===== config.mk =====
export PLATFORM = sky130hd
export DESIGN_NAME = apu_front
export DESIGN_NICKNAME = d
export VERILOG_FILES = /design/src/sv/apu_pkg.sv /design/src/sv/apu_front.sv
export SDC_FILE = /design/constraint.sdc
export NUM_CORES = 2
export LEC_CHECK = 0
export BUFFER_PORTS_ARGS = -buffer_cell sky130_fd_sc_hd__buf_2
export CAP_MARGIN = 15
export CORE_MARGIN = 2
export CORE_UTILIZATION = 58
export CTS_CLUSTER_DIAMETER = 120
export DETAILED_ROUTE_END_ITERATION = 10
export GPL_TIMING_DRIVEN = 0
export HOLD_SLACK_MARGIN = 0.02
export PLACE_DENSITY = 0.88
export RECOVER_POWER = 100
export SYNTH_ARGS = -nofsm -noshare
export SYNTH_HDL_FRONTEND = slang
export SYNTH_SLANG_ARGS = --single-unit

===== constraint.sdc =====
create_clock -name clk_i -period 9.4 [get_ports clk_i]
set_input_delay 1.88 -clock clk_i [delete_from_list [all_inputs] [get_ports clk_i]]
set_output_delay 1.88 -clock clk_i [all_outputs]
set_load 0.005 [all_outputs]

===== src/sv/apu_pkg.sv =====
`default_nettype none

package apu_pkg;

  localparam int NumParams  = 16384;
  localparam int AddrW      = $clog2(NumParams);
  localparam int FracBits   = 24;
  localparam int QueueDepth = 4;
  localparam int QueueAw    = $clog2(QueueDepth);

  localparam logic [24:0] OneQ24 = 25'h1000000;
  localparam logic [32:0] EpsQ   =
      33'(((64'd1 << FracBits) + 64'd5000000) / 64'd10000000);

  localparam logic [1:0] CfgLearningRate = 2'd0;
  localparam logic [1:0] CfgFirstDecay   = 2'd1;
  localparam logic [1:0] CfgSecondDecay  = 2'd2;

  typedef struct packed {
    logic [13:0]        element_index;
    logic signed [31:0] param_value;
    logic signed [31:0] gradient;
    logic               last_of_pass;
  } apu_in_t;

  typedef struct packed {
    logic signed [31:0] new_param_value;
    logic [13:0]        out_index;
    logic               saturated;
  } apu_out_t;

  typedef struct packed {
    logic [23:0] learning_rate;
    logic [23:0] first_decay;
    logic [23:0] second_decay;
  } apu_cfg_t;

  typedef struct packed {
    logic [13:0]        idx;
    logic signed [31:0] x;
    logic signed [31:0] g;
    logic [24:0]        c1;
    logic [24:0]        c2;
  } apu_item_t;

  typedef struct packed {
    logic [63:0] rad;
    logic [33:0] rem;
    logic [31:0] root;
  } sqrt_st_t;

  typedef struct packed {
    logic [33:0] rem;
    logic [31:0] lo;
    logic [33:0] den;
    logic [31:0] quo;
  } div_st_t;

  // One bit of a restoring square root: two radicand bits enter per step.
  function automatic sqrt_st_t sqrt_step(sqrt_st_t s);
    sqrt_st_t    r;
    logic [33:0] t;
    logic [33:0] trial;
    t     = {s.rem[31:0], s.rad[63:62]};
    trial = {s.root, 2'b01};
    r.rad = {s.rad[61:0], 2'b00};
    if (t >= trial) begin
      r.rem  = t - trial;
      r.root = {s.root[30:0], 1'b1};
    end else begin
      r.rem  = t;
      r.root = {s.root[30:0], 1'b0};
    end
    return r;
  endfunction

  // One quotient bit of a restoring division.
  function automatic div_st_t div_step(div_st_t s);
    div_st_t     r;
    logic [33:0] t;
    t     = {s.rem[32:0], s.lo[31]};
    r.lo  = {s.lo[30:0], 1'b0};
    r.den = s.den;
    if (t >= s.den) begin
      r.rem = t - s.den;
      r.quo = {s.quo[30:0], 1'b1};
    end else begin
      r.rem = t;
      r.quo = {s.quo[30:0], 1'b0};
    end
    return r;
  endfunction

endpackage

`default_nettype wire


===== src/sv/apu_front.sv =====
`default_nettype none

module apu_front (
  input  wire                 clk_i,
  input  wire                 rst_ni,
  input  wire                 in_valid_i,
  output logic                in_ready_o,
  input  apu_pkg::apu_in_t    in_data_i,
  input  wire                 cfg_valid_i,
  output logic                cfg_ready_o,
  input  wire  [1:0]          cfg_index_i,
  input  wire  [23:0]         cfg_data_i,
  input  wire                 clr_done_i,
  input  wire                 q_ready_i,
  output logic                q_push_o,
  output apu_pkg::apu_item_t  q_item_o,
  output apu_pkg::apu_cfg_t   cfg_o
);
  import apu_pkg::*;

  apu_cfg_t    cfg_q;
  logic [24:0] bp1_q, bp2_q;
  logic [48:0] prod1, prod2;
  logic [48:0] rnd1, rnd2;
  logic [24:0] p1, p2;
  logic        accept;

  assign in_ready_o  = q_ready_i && clr_done_i;
  assign cfg_ready_o = 1'b1;
  assign accept      = in_valid_i && in_ready_o;

  assign prod1 = bp1_q * cfg_q.first_decay;
  assign prod2 = bp2_q * cfg_q.second_decay;
  assign rnd1  = prod1 + 49'd8388608;
  assign rnd2  = prod2 + 49'd8388608;
  assign p1    = rnd1[48:24];
  assign p2    = rnd2[48:24];

  assign q_push_o      = accept;
  assign q_item_o.idx  = in_data_i.element_index;
  assign q_item_o.x    = in_data_i.param_value;
  assign q_item_o.g    = in_data_i.gradient;
  assign q_item_o.c1   = OneQ24 - p1;
  assign q_item_o.c2   = OneQ24 - p2;
  assign cfg_o         = cfg_q;

  always_ff @(posedge clk_i or negedge rst_ni) begin
    if (!rst_ni) begin
      cfg_q.learning_rate <= 24'd16777;
      cfg_q.first_decay   <= 24'd15099494;
      cfg_q.second_decay  <= 24'd16760439;
      bp1_q               <= OneQ24;
      bp2_q               <= OneQ24;
    end else begin
      if (cfg_valid_i && cfg_ready_o) begin
        unique case (cfg_index_i)
          CfgLearningRate: cfg_q.learning_rate <= cfg_data_i;
          CfgFirstDecay:   cfg_q.first_decay   <= cfg_data_i;
          CfgSecondDecay:  cfg_q.second_decay  <= cfg_data_i;
          default: ;
        endcase
      end
      if (accept && in_data_i.last_of_pass) begin
        bp1_q <= p1;
        bp2_q <= p2;
      end
    end
  end

endmodule

`default_nettype wire


# After elaboration in Yosys (flattened, before gate mapping)
# Index checks and enable logic that the tools add are counted.
dict set report totals {
  ff_bits 122
  output_inout_bits 203
  elab_cells 20
}
dict set report op_classes {
  n_addsub 4
  mul 2
  eq_ne 2
  reduce_logical 7
}
# cell n
set ops {}
lappend ops {{adder 49 x 24 -> 49 bit (second input constant)} 2}
lappend ops {{multiplier 25 x 24 -> 49 bit} 2}
lappend ops {{subtractor 25 bit (first input constant)} 2}
lappend ops {{AND reduction 2 bit} 3}
lappend ops {{logical AND 1 bit} 3}
lappend ops {{== test 2 x 1 -> 1 bit (second input constant)} 1}
lappend ops {{== test 2 bit (second input constant)} 1}
lappend ops {{logical NOT 2 bit} 1}

# Logic depth before layout (Yosys ltp)
dict set report depth {
  word_depth 3
  ltp_mapped 34
  mapped_depth_nobuf 31
}

# Worst setup path after synthesis
# OpenSTA, ideal clock, no wires.
dict set report synth_path {
  path_type {register to output}
  start {register cfg_q (netlist bit cfg_o[29])}
  end {output port q_item_o[49] (netlist bit)}
  arrival_ps 8039
  required_time_ps 7520
  path_slack_ps -519
  stages_incl_launch_ff 33
  n_path_buf 3
  cell_sequence {dfstp_2 > clkbuf_1 > clkbuf_1 > nand2_1 > fa_1 > fa_1 > fa_1 > inv_1 > fa_1 > inv_1 > fa_1 > inv_1 > fa_1 > inv_1 > fa_1 > inv_1 > ha_1 > and4_4 > a41o_1 > a31oi_4 > o211ai_4 > a21oi_1 > xnor2_1 > inv_1 > ha_1 > inv_1 > or4b_1 > buf_2 > nand4bb_4 > or3_1 > nand2_1 > o2111ai_1 > xnor2_1}
}
# item line
set synth_rtl {}
lappend synth_rtl {{start: declaration} apu_front.sv:21} ;# apu_cfg_t cfg_q;
lappend synth_rtl {{end: declaration} apu_front.sv:16} ;# output apu_pkg::apu_item_t q_item_o,

==> run metrics <==
die area around 80000 µm²; port bufs between 200 and 250; crit path max fanout 10; adder and majority gate portion of the synthesized area about 55%; cells after synthesis a little over 5000; count of cell types in the netlist 85; Slew @ Worst Pin between 5000 and 6000 ps; syn_nets 6567; clk_lat worst skew 530 ps; Worst EP arrival ~9100 ps; Detail Route Antenna Nets 0; max_cap viols 2; crit-path most repeated cell fa_1; RSZ-0062 raised after global routing true; multi-input combinational cell area around 39000 µm²; violated checks capacitance limit, slew limit, setup timing; final cycle utilization of the critical path 117%; CTS Sinks ~120; root buf cell clkbuf_16; syn avg cell area between 9 and 10 µm²; Core ar. between 70000 and 80000 µm²; Setup WS post-layout -1560 ps; chip height 285 µm; I/O pin total ~310; DRT iter0 DRCs ~4700; critical path data required time ~7500 ps; Fmax 91.2 MHz; Detail Placement HPWL ~130000 µm; asr flop ratio synth 100%; drt wl/cell 26.6 µm; Starting Density 58.9%; layout cells sized above 1 approximately a quarter; drc violations 0; Slew HR -238%; Worst path max stage delay between 500 and 600 ps; worst hold margin 506 ps; maximum number of pins on one net before global-route repair 75; H-tree Lvls 4; largest family of logic cells by synthesized area adder cells; Final Setup Violations 47; Tot GR Track Use ~43%; synthesized area about 46000 µm²; post-synthesis xor/xnor area fraction under 10%; final max-slew violation count 125; kind of cell adding the most delay to the critical path adder cells; Setup CP Type reg2out; Final Hold Vio Count 0; sequential area share after synthesis under 10%; Synth Flop Type dfrtp_1; setup slack after placement -2300 ps; # nets final ~7100; crit path capture type output port; Die X 285 µm; vias in the first global route between 40000 and 50000; drt total wl about 180000 µm; first-pass GRT wire length roughly 250000 µm; skew final 21.8 ps; Post-synth EDFFs 0; Critical path buffers and inverters 8; clock buffer depth 2; critical path's slowest cell fa_1; initial antenna violation count 19; run status complete, but fails checks; total number of vias around 41000; router iterations before antenna repair 10; Final min period ~11000 ps; Synth Area in Simple Gates ~17%; CP startpoint kind register; Ys Warns 0; CTS Buf Count 17; clock-pin slew on the worst setup and hold paths about 70 ps; Storage cell area 3240 µm²; Hold WC Path Type reg2reg; total grt overflow 0; setup TNS -41810 ps; Vias/cell about 6.1; flops & latches, synth between 100 and 150; CTS Hold Bufs 0; area growth from synthesis to layout 20.5%; Filler Cells Inserted just over 5000; RD Place Congestion 1.12; Placement Rows a little over 100; fin util between 70% and 80%; post-synthesis compound-gate area fraction under 10%; TritonCTS clock tree done; post-synthesis mux area share under 10%
==> metrics by stage <==
step           instance area [µm²]  std cells
4_1_cts                      53100       6557
3_5_place_dp                 48500       6338
2_1_floorplan                46000       5062
3_3_place_gp                 48500       6336
6_report                     55100       6683
5_1_grt                      55100       6665
==> cell usage in the layout, fill, tap and decap left out, types with 13 or more instances in the layout <==
cell       Yosys  final
o211ai_1      16     16
nand4_1       18     18
o21ai_1       17     15
and2_1       594    580
a21oi_1       96     71
nand2_2        0     18
nand3_1       24     13
a21o_1        34     31
fa_1        1006    977
dfrtp_1       82     37
buf_4         82    342
a21oi_2        0     17
inv_2          0     36
xnor2_1       56     37
clkbuf_1     235     57
clkbuf_2       0     35
and2_4         0     14
dfstp_4        0     17
clkbuf_4       0     69
xnor2_2        0     13
clkbuf_16      0     44
buf_6          0     44
buf_2          4    224
dfstp_2       40     15
and3_1        19     13
clkbuf_8       0     30
ha_4           0     30
mux2_2        88     87
diode_2        0     18
fa_2           0     29
o21ai_0       69     54
dfrtp_2        0     40
ha_1         388    351
nor2_1        80     50
inv_1       1122   1084
buf_12         0     17
nand2_1      753    728
nor3_1        26     14
nor2_4         0     18
xor2_1        30     19
==> layout make-up <==
class                           count  share of cell area [%]
Antenna cell                       18                  0.0817
Buffer                            310                    5.12
Clock buffer                       17                   0.772
Clock inverter                     15                   0.252
Inverter                         1122                    7.65
Multi-Input combinational cell   3493                    71.0
Sequential cell                   122                    5.87
Tap cell                         1040                    2.36
Timing Repair Buffer              546                    6.94
==> logic make-up (layout without fill, tap and decap cells) <==
logic type / count (synthesis) / after routing
buffers and inverters: 1447 / 2010
AND/OR/NAND/NOR: 1588 / 1588
multiplexers: 95 / 95
AO/OA/AOI/OAI: 329 / 329
other: 1 / 19
flip-flops: 122 / 122
adder cells (fa/ha/maj): 1394 / 1394
XOR/XNOR: 86 / 86
==> routing by layer <==
metal,track usage (%),vias up,share of wire (%)
li1,-,16100,-
met1,49.2,19900,31
met4,29.3,18,9.9
met3,20.1,1316,17
met5,1.69,-,0.28
met2,62.6,3686,42
==> what timing repair did <==
| action | CTS | global route |
|---|---|---|
| setup buffers | 200 | 117 |
| endpoints found under the setup margin | 50 | 49 |
| cloned | 1 | 0 |
| resized for setup | 681 | 327 |
| pin swaps | 139 | 162 |
==> Yosys cell counts (all sizes together), types with 34 or more instances <==
cell,instances,area [µm²]
xnor2,56,490
a21o,34,255
dfrtp,82,2050
ha,388,4850
inv,1122,4210
clkbuf,235,882
mux2,88,991
o21ai,86,430
a21oi,96,480
buf,90,651
nor2,80,300
nand2,753,2830
dfstp,40,1050
and2,594,3720
fa,1006,20100
==> flip-flops by register name, indices dropped and copies added, names as in the netlist <==
name	flops
bp1_q	25
bp2_q	25
cfg_o	72
==> final timing paths <==
kind                                  startpoint                     to  slack, ps  cells after the start
setup / recovery           cfg_o[39]$_DFFE_PN0P_           q_item_o[42]      -1560                     29
hold / removal             cfg_o[49]$_DFFE_PN0P_  cfg_o[49]$_DFFE_PN0P_        510                      1
setup reg to reg           cfg_o[44]$_DFFE_PN0P_  bp1_q[23]$_DFFE_PN0P_       1210                     25
hold reg to reg            cfg_o[49]$_DFFE_PN0P_  cfg_o[49]$_DFFE_PN0P_        510                      1
max in group asynchronous                 rst_ni  cfg_o[24]$_DFFE_PN0P_       1070                      2
min in group asynchronous                 rst_ni  bp1_q[15]$_DFFE_PN0P_       3180                      1
Power is not shown: default switching activity piles up to over one toggle a cycle in this logic, so the estimate is an artifact.
