==> src/sv/apu_pkg.sv <==
`default_nettype none

package apu_pkg;

  localparam int NumParams  = 16384;
  localparam int AddrW      = $clog2(NumParams);
  localparam int FracBits   = 24;
  localparam int QueueDepth = 4;
  localparam int QueueAw    = $clog2(QueueDepth);

  localparam logic [24:0] OneQ24 = 25'h1000000;
  localparam logic [32:0] EpsQ   =
      33'(((64'd1 << FracBits) + 64'd5000000) / 64'd10000000);

  localparam logic [1:0] CfgLearningRate = 2'd0;
  localparam logic [1:0] CfgFirstDecay   = 2'd1;
  localparam logic [1:0] CfgSecondDecay  = 2'd2;

  typedef struct packed {
    logic [13:0]        element_index;
    logic signed [31:0] param_value;
    logic signed [31:0] gradient;
    logic               last_of_pass;
  } apu_in_t;

  typedef struct packed {
    logic signed [31:0] new_param_value;
    logic [13:0]        out_index;
    logic               saturated;
  } apu_out_t;

  typedef struct packed {
    logic [23:0] learning_rate;
    logic [23:0] first_decay;
    logic [23:0] second_decay;
  } apu_cfg_t;

  typedef struct packed {
    logic [13:0]        idx;
    logic signed [31:0] x;
    logic signed [31:0] g;
    logic [24:0]        c1;
    logic [24:0]        c2;
  } apu_item_t;

  typedef struct packed {
    logic [63:0] rad;
    logic [33:0] rem;
    logic [31:0] root;
  } sqrt_st_t;

  typedef struct packed {
    logic [33:0] rem;
    logic [31:0] lo;
    logic [33:0] den;
    logic [31:0] quo;
  } div_st_t;

  // One bit of a restoring square root: two radicand bits enter per step.
  function automatic sqrt_st_t sqrt_step(sqrt_st_t s);
    sqrt_st_t    r;
    logic [33:0] t;
    logic [33:0] trial;
    t     = {s.rem[31:0], s.rad[63:62]};
    trial = {s.root, 2'b01};
    r.rad = {s.rad[61:0], 2'b00};
    if (t >= trial) begin
      r.rem  = t - trial;
      r.root = {s.root[30:0], 1'b1};
    end else begin
      r.rem  = t;
      r.root = {s.root[30:0], 1'b0};
    end
    return r;
  endfunction

  // One quotient bit of a restoring division.
  function automatic div_st_t div_step(div_st_t s);
    div_st_t     r;
    logic [33:0] t;
    t     = {s.rem[32:0], s.lo[31]};
    r.lo  = {s.lo[30:0], 1'b0};
    r.den = s.den;
    if (t >= s.den) begin
      r.rem = t - s.den;
      r.quo = {s.quo[30:0], 1'b1};
    end else begin
      r.rem = t;
      r.quo = {s.quo[30:0], 1'b0};
    end
    return r;
  endfunction

endpackage

`default_nettype wire

==> src/sv/apu_queue.sv <==
`default_nettype none

module apu_queue (
  input  wire                 clk_i,
  input  wire                 rst_ni,
  input  wire                 push_i,
  input  apu_pkg::apu_item_t  item_i,
  output logic                ready_o,
  output logic                valid_o,
  output apu_pkg::apu_item_t  item_o,
  input  wire                 pop_i
);
  import apu_pkg::*;

  apu_item_t          entry_q [QueueDepth];
  logic [QueueAw-1:0] wr_q, rd_q;
  logic [QueueAw:0]   cnt_q;

  assign ready_o = cnt_q != (QueueAw+1)'(QueueDepth);
  assign valid_o = cnt_q != '0;
  assign item_o  = entry_q[rd_q];

  always_ff @(posedge clk_i or negedge rst_ni) begin
    if (!rst_ni) begin
      wr_q  <= '0;
      rd_q  <= '0;
      cnt_q <= '0;
    end else begin
      if (push_i) begin
        wr_q <= wr_q + 1'b1;
      end
      if (pop_i) begin
        rd_q <= rd_q + 1'b1;
      end
      if (push_i && !pop_i) begin
        cnt_q <= cnt_q + 1'b1;
      end else if (!push_i && pop_i) begin
        cnt_q <= cnt_q - 1'b1;
      end
    end
  end

  always_ff @(posedge clk_i) begin
    if (push_i) begin
      entry_q[wr_q] <= item_i;
    end
  end

endmodule

`default_nettype wire

==> config.mk <==
export PLATFORM = sky130hd
export DESIGN_NAME = apu_queue
export DESIGN_NICKNAME = d
export VERILOG_FILES = /design/src/sv/apu_pkg.sv /design/src/sv/apu_queue.sv
export SDC_FILE = /design/constraint.sdc
export NUM_CORES = 1
export LEC_CHECK = 0
export BUFFER_PORTS_ARGS = -buffer_cell sky130_fd_sc_hd__buf_2
export CELL_PAD_IN_SITES_DETAIL_PLACEMENT = 2
export CELL_PAD_IN_SITES_GLOBAL_PLACEMENT = 2
export CORE_AREA = 2 2 218 220
export DETAILED_ROUTE_END_ITERATION = 8
export DIE_AREA = 0 0 220 222
export GPL_TIMING_DRIVEN = 0
export PLACE_DENSITY = 0.73
export SYNTH_ARGS = -nofsm -noshare
export SYNTH_HDL_FRONTEND = slang
export SYNTH_SLANG_ARGS = --single-unit
==> constraint.sdc <==
create_clock -name clk_i -period 4.6 [get_ports clk_i]
set_clock_uncertainty 0.2 [all_clocks]
set_input_delay 0.69 -clock clk_i [delete_from_list [all_inputs] [get_ports clk_i]]
set_output_delay 0.69 -clock clk_i [all_outputs]
set_load 0.005 [all_outputs]
# Word-level counts from Yosys, hierarchy flattened
# Memories as Yosys holds them, arrays and structs flattened.
# Cells that the tools add are included.
# classes
reduce_logical	6
eq_ne	1
mux	4
addsub	4
# ops
operator	n
3-bit two-way mux	2
2-bit by 1-bit adder with 2-bit output (second input constant)	2
3-bit by 1-bit adder with 3-bit output (second input constant)	1
3-bit != test (second input constant)	1
3-bit nonzero test	1
3-bit by 1-bit subtractor with 3-bit output (second input constant)	1
1-bit logical AND	2
1-bit logical NOT	2
1-bit two-way mux	2
2-bit nonzero test	1
# totals
in_bits	132
reg_bits	7
ramBits	512
n_memories	1
out_inout_bits	130
# mem_list
memory	depth	word_bits	read_ports	rd_ports_with_merged_regs	wr	line	text
entry_q	4	128	1	0	1	apu_queue.sv:15	apu_item_t entry_q [QueueDepth];

# Logic depth before layout (Yosys ltp)
# Gate-level depths: netlist of run 1.
# logic_depth
depth_word	4
mapped_depth	7
depth_no_buf	7

# Least setup slack after synthesis of run 1
# OpenSTA, ideal clock, no wires.
# synth_path
path_type	input to register
start	input push_i
end	memory entry_q[3][0] in the netlist's numbering, enable pin
required_time_ns	3.898
t_arrival_ns	3.623
cell_stages	1
setup_slack_ns	0.275
setup_ns	0.502
cell_sequence	and2_1
# synth_via
elab_chain_cells	2
# synth_rtl
element	line	text
from (decl)	apu_queue.sv:6	input wire push_i,
1-bit two-way mux	apu_queue.sv:44	if (push_i) begin
1-bit two-way mux (not written as such)	apu_queue.sv:45	entry_q[wr_q] <= item_i;
to (decl)	apu_queue.sv:15	
# Every way passes these cells.

==> flow_metrics.tcl, run 1 <==
set metrics [dict create \
    grt_use_total_pct 19.61 \
    slowest_stage "clkbuf_1" \
    seqPwrFrac_pct 43.2 \
    final_core_util_pct 49.52 \
    clock-sinks 519 \
    route.detailed.drc 0 \
    ys_seq_elements 519 \
    critical_path.most_common_cell "buf_2" \
    synth_warnings 0 \
    final_net_count 1168 \
    fp.dieArea_mm2 0.04884 \
    p_sw_uw 4246 \
    synth.cell_area_mm2 0.01887 \
    drt_iter0_drc 653 \
    synthCells 704 \
    htreeDepth 2 \
    dp_cells 1581 \
    tns_ns 0 \
    viasPerCell 5.182 \
    hold_start "item_i[6]" \
    fp.dieW_um 220 \
    antenna_found_initial 8 \
    grt_overflow_total 0 \
    path_depth 4 \
    cts_root_buffer "clkbuf_16" \
    post-synth-top-area-cell "edfxtp_1" \
    postRouteWirelength_mm 47.02 \
    leakage_uw 0.007822 \
    synth-xor-area-share_pct 0.2785 \
    synth_top_family_by_area "multiplexers" \
    fin_cells 1680 \
    cellPowerDensity_mw_per_mm2 651.1 \
    syn_area_per_cell_um2 26.80 \
    timing.rr.start "wr_q[0]$_DFFE_PN0P_" \
    synth_simple_gate_area_share_pct 0.2653 \
    yosys-top-cells-area "edfxtp_1, mux4_2, dfrtp_1" \
    synth_cell_types 19 \
    wl_per_cell_um 27.99 \
    path_cells "clkbuf_1 > buf_2 > mux4_2 > buf_2" \
    cts_hold_buffers 1 \
    drive_gt1_share_pct 46.55 \
    yosys.area.top_type_share_pct 81.49 \
    initial_utilization_pct 40.78 \
    cp-startpoint "rd_q[1]$_DFFE_PN0P_" \
    ios 262 \
    cp_top_family "buffers and inverters" \
    p_clk_share_pct 28.8 \
    synth_fa_ha_area_share_pct 0.4377 \
    irDropWorstVdd_mv 0.4259 \
    rsz0062_at_grt "false" \
    clk_pin_slew_ns 0.06 \
    grt_max_degree 55 \
    grt_pass1_wl_mm 69.17 \
    hp-class "primary input to register" \
    r2r_cells 5 \
    grt_pass1_vias 10020 \
    synth-compound-area-share_pct 0.02653 \
    ctsLongestPathBuffers 3 \
    dpl.hpwl_mm 29.70 \
    maxCapViolCount 0 \
    worst-path-buf-inv 3 \
    fin_crit_sh_pct 76.95 \
    worstSetupEndpointType "output pin" \
    slew_viol_final 0 \
    path_max_fanout 10 \
    synth.area.mux_share_pct 15.34 \
    die_h_um 222 \
    combPwrFrac_pct 28.1 \
    status "finished, final reports clean" \
    cp.required_ns 3.71 \
    placementRows 79 \
    numCtsBuffers 53 \
    gp_congestion 0.6859 \
    ant_nets 0 \
    port_buffers 261 \
    worst_pin_slew_ns 0.8917 \
    fmax_mhz 282.5 \
    postCtsSetupRepairBufs 0 \
    num_vias 8705 \
    n_fill_cell 4021 \
    critPathMaxStageDelay_ns 0.68 \
    slew_headroom_pct 40.55 \
    cts_resized 0 \
    core_area_mm2 0.04626 \
    hold_viol 0 \
    clock_latency_ns 0.60 \
    finalSetupViolCount 0 \
    start_kind "register" \
    cell_internal_pwr_uw 10670 \
    finalCriticalPeriod_ns 3.540 \
    min_path_cells 1 \
    cp.arrival_ns 2.65 \
    swShare_pct 28.47 \
    ys_seq_area_share_pct 82.42 \
    crit_type "register to output pin" \
    synthToLayoutAreaGrowth_pct 21.42 \
    synth_fp_nets 842 \
    dr.pass1.iters 5 \
    cts_tree "done" \
]
==> cells in the final DEF (no fill, tap or decap) <==
cell type / Yosys / routed
and2_4: 0 / 4
buf_16: 0 / 9
buf_2: 15 / 276
buf_4: 1 / 1
buf_6: 10 / 10
buf_8: 1 / 1
bufinv_16: 0 / 6
clkbuf_1: 2 / 11
clkbuf_16: 0 / 55
clkinv_1: 0 / 19
clkinv_2: 0 / 7
dfrtp_1: 7 / 7
diode_2: 0 / 1
dlygate4sd3_1: 0 / 1
edfxtp_1: 512 / 512
fa_1: 1 / 1
ha_1: 5 / 5
inv_1: 4 / 4
inv_6: 0 / 1
mux2_2: 1 / 1
mux4_2: 128 / 128
nand2_1: 3 / 3
nor2_1: 2 / 2
o21ai_0: 1 / 1
or3_1: 1 / 1
xnor2_1: 2 / 2
xor2_1: 4 / 4
==> path summary, 6_finish.rpt <==
kind,end,slack [ns]
setup / recovery,item_o[51],1.06
hold / removal,entry_q[0][6]$_DFFE_PP_,0.10
setup reg to reg,entry_q[0][38]$_DFFE_PP_,2.46
hold reg to reg,cnt_q[2]$_DFFE_PN0P_,0.29
max in group asynchronous,wr_q[0]$_DFFE_PN0P_,3.75
min in group asynchronous,wr_q[1]$_DFFE_PN0P_,0.28
==> cells in the mapped netlist <==
cell type	n
o21ai_0	1
nand2_1	3
or3_1	1
mux4_2	128
buf_8	1
clkbuf_1	2
buf_4	1
xnor2_1	2
fa_1	1
xor2_1	4
dfrtp_1	7
buf_2	15
and2_1	4
buf_6	10
inv_1	4
nor2_1	2
edfxtp_1	512
ha_1	5
mux2_2	1
==> logic make-up (layout without fill, tap and decap cells) <==
group,after synthesis,in the layout
multiplexers,129,129
other,0,1
AND/OR/NAND/NOR,10,10
adder cells (fa/ha/maj),6,6
XOR/XNOR,6,6
flip-flops,519,519
buffers and inverters,33,401
AO/OA/AOI/OAI,1,1
==> through the flow <==
step	area (µm²)	setup slack [ns]	total power, µW	hold WS (ns)
2_1_floorplan	18870	0.2753	8923	0.1944
3_3_place_gp	20930	-2.665	10730	0.2797
3_5_place_dp	21190	1.523	10820	0.2724
4_1_cts	22910	0.8655	15200	0.05889
5_1_grt	22910	0.8488	15590	0.08119
6_report	22910	1.060	14920	0.1015
==> cell type report <==
cell class	count	area [µm²]	area share (%)
diodes	1	2.502	0.01092
inverters	4	15.01	0.06554
clock buffers	64	1410	6.155
well taps	607	759.5	3.315
plain buffers	29	217.7	0.9504
multi-input cells	152	3094	13.51
repair buffers	271	1564	6.827
clock inverters	33	295.3	1.289
flip-flops and latches	519	15550	67.88
==> power groups by stage <==
stage	combinational (µW)	sequential (µW)	clock, µW
2_1_floorplan	2410	6510	0
3_3_place_gp	4070	6660	0
3_5_place_dp	4310	6520	0
4_1_cts	4350	6450	4400
5_1_grt	4550	6510	4540
6_report	4190	6440	4290
==> sequential cells by signal (all words and copies together), names as in the netlist <==
| name | count |
|---|---|
| entry_q | 512 |
| cnt_q | 3 |
| rd_q | 2 |
| wr_q | 2 |
==> routing by layer <==
metal / global-route usage, % / part of all wire, % / vias up
li1: - / - / 3711
met4: 5.889 / 2.3 / 14
met3: 4.897 / 6.5 / 82
met5: 0.5051 / 0.17 / -
met1: 23.44 / 38 / 4626
met2: 34.75 / 53 / 272
No activity file was read; power rests on OpenSTA's default activity.
==> run 2: changes to the inputs <==
==> constraint.sdc (replaced) <==
create_clock -name clk_i -period 2.9 [get_ports clk_i]
set_clock_uncertainty 0.2 [all_clocks]
set_input_delay 0.435 -clock clk_i [delete_from_list [all_inputs] [get_ports clk_i]]
set_output_delay 0.435 -clock clk_i [all_outputs]
set_load 0.005 [all_outputs]
==> run 2 against run 1 <==
Net effect:
- sequential power grew 60%
- sequential cell count is the same
- largest cell class unchanged
- register-to-register slack lost 2.1 ns
==> flow_metrics.tcl, run 2 (synthesis gave the netlist of run 1 again) <==
set metrics [dict create \
    core_area_mm2 0.04626 \
    ios 262 \
    irDropWorstVdd_mv 0.6505 \
    p_sw_uw 7018 \
    finalSetupViolCount 0 \
    critPathMaxStageDelay_ns 0.57 \
    slowest_stage "mux4_2" \
    port_buffers 261 \
    antenna_found_initial 3 \
    final_net_count 1301 \
    cp.required_ns 2.27 \
    viasPerCell 5.183 \
    path_depth 5 \
    cell_internal_pwr_uw 17120 \
    placementRows 79 \
    combPwrFrac_pct 29.1 \
    grt_overflow_total 0 \
    largest_register_ffs 512 \
    postRouteWirelength_mm 51.35 \
    gp_congestion 0.6879 \
    numCtsBuffers 55 \
    largestRegisters "entry_q: 512 flops, cnt_q: 3 flops" \
    clk_pin_slew_ns 0.06 \
    initial_utilization_pct 40.78 \
    final_cell_mix "edfxtp_1, buf_2, dlygate4sd3_1, mux4_2, clkbuf_16" \
    postCtsSetupRepairBufs 0 \
    slew_headroom_pct 51.06 \
    swShare_pct 29.08 \
    wl_per_cell_um 28.34 \
    htreeDepth 2 \
    rsz0062_at_grt "true" \
    grt_use_total_pct 21.42 \
    cts_tree "done" \
    worstSetupEndpointType "output pin" \
    r2r_cells 5 \
    p_clk_share_pct 28.4 \
    n_fill_cell 3926 \
    path_max_fanout 10 \
    dpl.hpwl_mm 29.89 \
    worst_pin_slew_ns 0.7341 \
    start_kind "register" \
    dr.pass1.iters 4 \
    cp_top_family "buffers and inverters" \
    fp.dieArea_mm2 0.04884 \
    slew_viol_final 0 \
    pre_cts_slack_ns 0.1161 \
    hold_viol 0 \
    drive_gt1_share_pct 41.78 \
    grt_pass1_vias 10760 \
    regMostFlops "entry_q" \
    fmax_mhz 356.6 \
    ctsLongestPathBuffers 3 \
    total_power_uw 24130 \
    route.detailed.drc 0 \
    fp.dieW_um 220 \
    die_h_um 222 \
    cp.arrival_ns 2.17 \
    seqPwrFrac_pct 42.5 \
    clock_latency_ns 0.60 \
    final_common_cell "edfxtp_1" \
    worst-path-buf-inv 4 \
    cellPowerDensity_mw_per_mm2 993.6 \
    leakage_uw 0.008396 \
    drt_iter0_drc 531 \
    hp-class "register to register" \
    maxCapViolCount 0 \
    fin_ws_ns 0.09603 \
    num_vias 9392 \
    crit_type "register to output pin" \
    cts_root_buffer "clkbuf_16" \
    status "finished, final reports clean" \
    ant_nets 0 \
    finalCriticalPeriod_ns 2.804 \
    path_cells "buf_6 > buf_12 > buf_8 > mux4_2 > buf_2" \
    grt_max_degree 52 \
    clock-sinks 519 \
    synthToLayoutAreaGrowth_pct 28.74 \
    min_path_cells 1 \
    grt_pass1_wl_mm 75.47 \
    fin_crit_sh_pct 96.69 \
]
## run 2: cell types whose count changed in the layout (fill, tap and decap cells not counted), sizes merged
cell	delta
buf	-8
dlygate4sd3	+131
clkbuf	+16
bufinv	-2
clkinv	-5
## run 2: path summary, 6_finish.rpt
| check | from | endpoint | slack, ns |
|---|---|---|---|
| hold reg to reg | cnt_q[2]$_DFFE_PN0P_ | cnt_q[2]$_DFFE_PN0P_ | 0.33 |
| max in group asynchronous | rst_ni | wr_q[1]$_DFFE_PN0P_ | 1.63 |
| hold / removal | cnt_q[2]$_DFFE_PN0P_ | cnt_q[2]$_DFFE_PN0P_ | 0.33 |
| setup reg to reg | wr_q[1]$_DFFE_PN0P_ | entry_q[1][37]$_DFFE_PP_ | 0.39 |
| setup / recovery | rd_q[0]$_DFFE_PN0P_ | item_o[22] | 0.1 |
| min in group asynchronous | rst_ni | wr_q[0]$_DFFE_PN0P_ | 0.61 |
## run 2: routing by layer
layer  vias to the layer above  share of wire [%]  GRT usage, %
li1                       3988                  -             -
met4                         4                2.4         6.430
met3                        75                5.4         4.554
met5                         -              0.055             0
met2                       305                 53         37.80
met1                      5020                 39         26.33
## run 2: power groups by stage
stage	clock network, µW	registers, µW	logic (µW)
after floorplan	0	10200	3830
after global placement	0	10400	6490
after detailed placement	0	10400	6810
after CTS	6960	10200	7090
after global routing	7260	10400	7580
final	6860	10300	7010
## run 2: stage by stage
stage / cells / hold WS [ns] / cell area, µm² / util, % / TNS [ns]
2_1_floorplan: 704 / -0.06059 / 18870 / - / 0
3_3_place_gp: 1572 / 0.07925 / 20940 / 45.26 / -692.46
3_5_place_dp: 1580 / 0.08752 / 21160 / 45.75 / 0
4_1_cts: 1810 / 0.3308 / 24230 / 52.39 / 0
5_1_grt: 1811 / 0.3602 / 24290 / 52.50 / -0.001335
6_report: 1812 / 0.3267 / 24290 / 52.51 / 0
## run 2: final cells by class
type	instances	area (µm²)	share of cell area, %
Sequential cell	519	15550	64.02
Multi-Input combinational cell	152	3094	12.74
Timing Repair Buffer	402	2873	11.83
Clock buffer	72	1481	6.099
Tap cell	607	759.5	3.127
Buffer	29	276.5	1.138
Clock inverter	26	237.7	0.9787
Inverter	4	15.01	0.06181
Antenna cell	1	2.502	0.01030
## run 2: worst reg2reg max path, delay by kind of cell (launching register included)
kind | cells | cell delay (ns)
DFF | 1 | 0.40
adders and majority gates | 1 | 0.15
buffers and inverters | 3 | 0.77
and+or+nand+nor | 1 | 0.59
## run 2: timing repair
action / CTS / global route
hold endpoints to repair: 523 / 0
pin swaps: 0 / 0
hold buffers: 132 / 0
cloned: 0 / 1
setup endpoints to repair: 111 / 112
resized for setup: 9 / 11
==> run 3: changes to the inputs <==
--- a/config.mk
+++ b/config.mk
@@ -5,12 +5,14 @@
 export SDC_FILE = /design/constraint.sdc
 export NUM_CORES = 1
 export LEC_CHECK = 0
+export ABC_AREA = 1
 export BUFFER_PORTS_ARGS = -buffer_cell sky130_fd_sc_hd__buf_2
+export CAP_MARGIN = 25
 export CELL_PAD_IN_SITES_DETAIL_PLACEMENT = 2
 export CELL_PAD_IN_SITES_GLOBAL_PLACEMENT = 2
-export CORE_AREA = 2 2 218 220
+export CORE_AREA = 2 2 244 246
 export DETAILED_ROUTE_END_ITERATION = 8
-export DIE_AREA = 0 0 220 222
+export DIE_AREA = 0 0 246 248
 export GPL_TIMING_DRIVEN = 0
 export PLACE_DENSITY = 0.73
 export SYNTH_ARGS = -nofsm -noshare
==> run 3 against run 2 <==
Net effect:
- wire length is 23% higher
- setup slack gained 0.049 ns
- combinational power grew 43%
- global-route usage shrank 0.76 points
- synthesized cell count is 120% higher
- total power increased by 12%
- first-iteration DRC count increased by 9.6%
- synthesized area increased by 10%
- register-to-register slack better by 0.08 ns
- critical path type unchanged
- critical endpoint is now item_o[84]
==> flow_metrics.tcl, run 3 <==
set metrics [dict create \
    worstSetupEndpointType "output pin" \
    antenna_found_initial 2 \
    maxCapViolCount 0 \
    final_area_mm2 0.02650 \
    cell_internal_pwr_uw 17260 \
    synth_common_cells "edfxtp_1, nand2_1, inv_1" \
    fp.dieW_um 246 \
    yosys-top-cells-area "edfxtp_1, o211ai_1, nand2_1" \
    clock-sinks 519 \
    synthCells 1542 \
    ios 262 \
    port_buffers 261 \
    finalCriticalPeriod_ns 2.755 \
    ctsLongestPathBuffers 3 \
    cp.required_ns 2.27 \
    synth_fa_ha_area_share_pct 0.3965 \
    irDropWorstVdd_mv 0.5965 \
    gp_congestion 0.7354 \
    fmax_mhz 363.0 \
    cellPowerDensity_mw_per_mm2 1017 \
    clock_latency_ns 0.60 \
    syn_area_per_cell_um2 13.51 \
    crit_type "register to output pin" \
    synth_simple_gate_area_share_pct 7.222 \
    largest_register_ffs 512 \
    core_area_mm2 0.05846 \
    critPathMaxStageDelay_ns 0.39 \
    hold_viol 0 \
    synth_cell_types 16 \
    leakage_uw 0.01060 \
    hp-class "register to register" \
    postRouteWirelength_mm 63.32 \
    placementRows 89 \
    grt_max_degree 33 \
    synthToLayoutAreaGrowth_pct 27.23 \
    synth-compound-area-share_pct 9.277 \
    worst_pin_slew_ns 0.6404 \
    finalSetupViolCount 0 \
    numCtsBuffers 56 \
    final_net_count 2147 \
    initial_utilization_pct 35.62 \
    num_vias 13750 \
    viasPerCell 4.873 \
    p_sw_uw 9679 \
    cp.arrival_ns 2.12 \
    path_cells "inv_1 > buf_4 > buf_2 > o211ai_1 > nand2_1 > buf_2" \
    p_clk_share_pct 25.0 \
    dr.pass1.iters 4 \
    route.detailed.drc 0 \
    synth_edf_count 512 \
    placed_area_mm2 0.02346 \
    clk_pin_slew_ns 0.06 \
    synth_top_family_by_area "compound AO/OA/AOI/OAI gates" \
    slew_headroom_pct 57.22 \
    yosys.area.top_type_share_pct 73.83 \
    seqPwrFrac_pct 37.7 \
    die_h_um 248 \
    slew_viol_final 0 \
    start_kind "register" \
    htreeDepth 2 \
    dpl.hpwl_mm 40.12 \
    whs_ns 0.3201 \
    post-synth-top-area-cell "edfxtp_1" \
    async_flop_share_pct 1.349 \
    final_cell_mix "edfxtp_1, nand2_1, buf_2, inv_1, o211ai_1" \
    ant_nets 0 \
    postCtsSetupRepairBufs 0 \
    grt_pass1_wl_mm 94.58 \
    synth_warnings 0 \
    swShare_pct 35.93 \
    path_max_fanout 10 \
    slowest_stage "dfrtp_1" \
    fin_crit_sh_pct 94.99 \
    grt_overflow_total 0 \
    synth.cell_area_mm2 0.02082 \
    combPwrFrac_pct 37.3 \
    wl_per_cell_um 22.44 \
    regMostFlops "entry_q" \
    ys_seq_area_share_pct 74.67 \
    total_power_uw 26940 \
    grt_pass1_vias 15750 \
    status "finished, final reports clean" \
    rsz0062_at_grt "false" \
    largestRegisters "entry_q: 512 flops, cnt_q: 3 flops" \
    drt_iter0_drc 582 \
    final_common_cell "edfxtp_1" \
    grt_use_total_pct 20.66 \
    cts_tree "done" \
    cts_root_buffer "clkbuf_16" \
    synth_ff_type "edfxtp_1" \
    yosysMostFrequentCell "edfxtp_1" \
    synth_fp_nets 1680 \
    fp.dieArea_mm2 0.06101 \
    drive_gt1_share_pct 21.93 \
    critical_path.most_common_cell "buf_2" \
    synth.area.mux_share_pct 0 \
    synth-xor-area-share_pct 0.1682 \
    ys_seq_elements 519 \
]
run 3: cell count changes in the layout (fill, tap and decap cells not counted), moves of 5 or more:
cell	before	now
nand2_1	3	391
inv_1	4	265
o211ai_1	0	256
mux4_2	128	0
buf_6	6	42
buf_2	267	292
buf_12	2	16
buf_16	8	0
buf_4	2	8
clkbuf_4	8	3
run 3: worst paths after layout:
path                                      start                        to  cells past startpoint  slack, ns
max                         rd_q[1]$_DFFE_PN0P_                item_o[84]                      6       0.15
max reg2reg                 wr_q[0]$_DFFE_PN0P_  entry_q[2][47]$_DFFE_PP_                      6       0.47
max in group asynchronous                rst_ni       rd_q[1]$_DFFE_PN0P_                      3       1.65
min reg2reg                cnt_q[2]$_DFFE_PN0P_      cnt_q[2]$_DFFE_PN0P_                      2       0.32
min in group asynchronous                rst_ni      cnt_q[2]$_DFFE_PN0P_                      3       0.59
min                        cnt_q[2]$_DFFE_PN0P_      cnt_q[2]$_DFFE_PN0P_                      2       0.32
run 3: logic make-up after synthesis:
family	after synthesis
AO/OA/AOI/OAI	258
XOR/XNOR	4
AND/OR/NAND/NOR	399
flip-flops	519
adder cells (fa/ha/maj)	6
buffers and inverters	356
run 3: through the flow:
stage          setup WS (ns)  instances  TNS [ns]  utilization, %
2_1_floorplan        -0.2592       1542   -127.79               -
3_3_place_gp          -2.335       2576  -1171.38           39.59
3_5_place_dp          0.3732       2592         0           40.13
4_1_cts              0.02467       2820         0           45.30
5_1_grt              0.01610       2822         0           45.32
6_report              0.1454       2822         0           45.32
run 3: power by group through the flow:
| stage | Clock, µW | Combinational, µW | Sequential [µW] |
|---|---|---|---|
| floorplan | 0 | 5230 | 10300 |
| global placement | 0 | 9390 | 10500 |
| detailed placement | 0 | 9970 | 10300 |
| CTS | 6890 | 10200 | 10200 |
| global route | 7150 | 11000 | 10300 |
| finish | 6740 | 10000 | 10200 |
run 3: routing by layer:
| metal | vias up | part of all wire (%) | track usage, % |
|---|---|---|---|
| met5 | - | 0 | 0 |
| met4 | 0 | 2.7 | 6.310 |
| met3 | 110 | 3.7 | 3.493 |
| met2 | 275 | 53 | 37.76 |
| met1 | 7058 | 41 | 24.79 |
| li1 | 6309 | - | - |
run 3: final cells by class:
class / instances / area [µm²]
fillers: 5756 / 31970
flip-flops and latches: 519 / 15550
clock buffers: 74 / 1520
clock inverters: 22 / 173.9
repair buffers: 409 / 2948
inverters: 270 / 1028
well taps: 773 / 967.2
multi-input cells: 667 / 3573
plain buffers: 86 / 729.5
diodes: 2 / 5.005
run 3: worst max-delay path, delay by kind of cell, from the launching register on:
kind	cells	cell delay [ns]
flip-flops	1	0.39
AND/OR/NAND/NOR	1	0.12
buffers and inverters	4	0.84
AO/OA/AOI/OAI	1	0.16
run 3: repair_timing:
action                                 4_1_cts  5_1_grt
setup endpoints to repair                   80       11
hold buffers                               132        0
resized for setup                            1        5
endpoints found under the hold margin      523        0
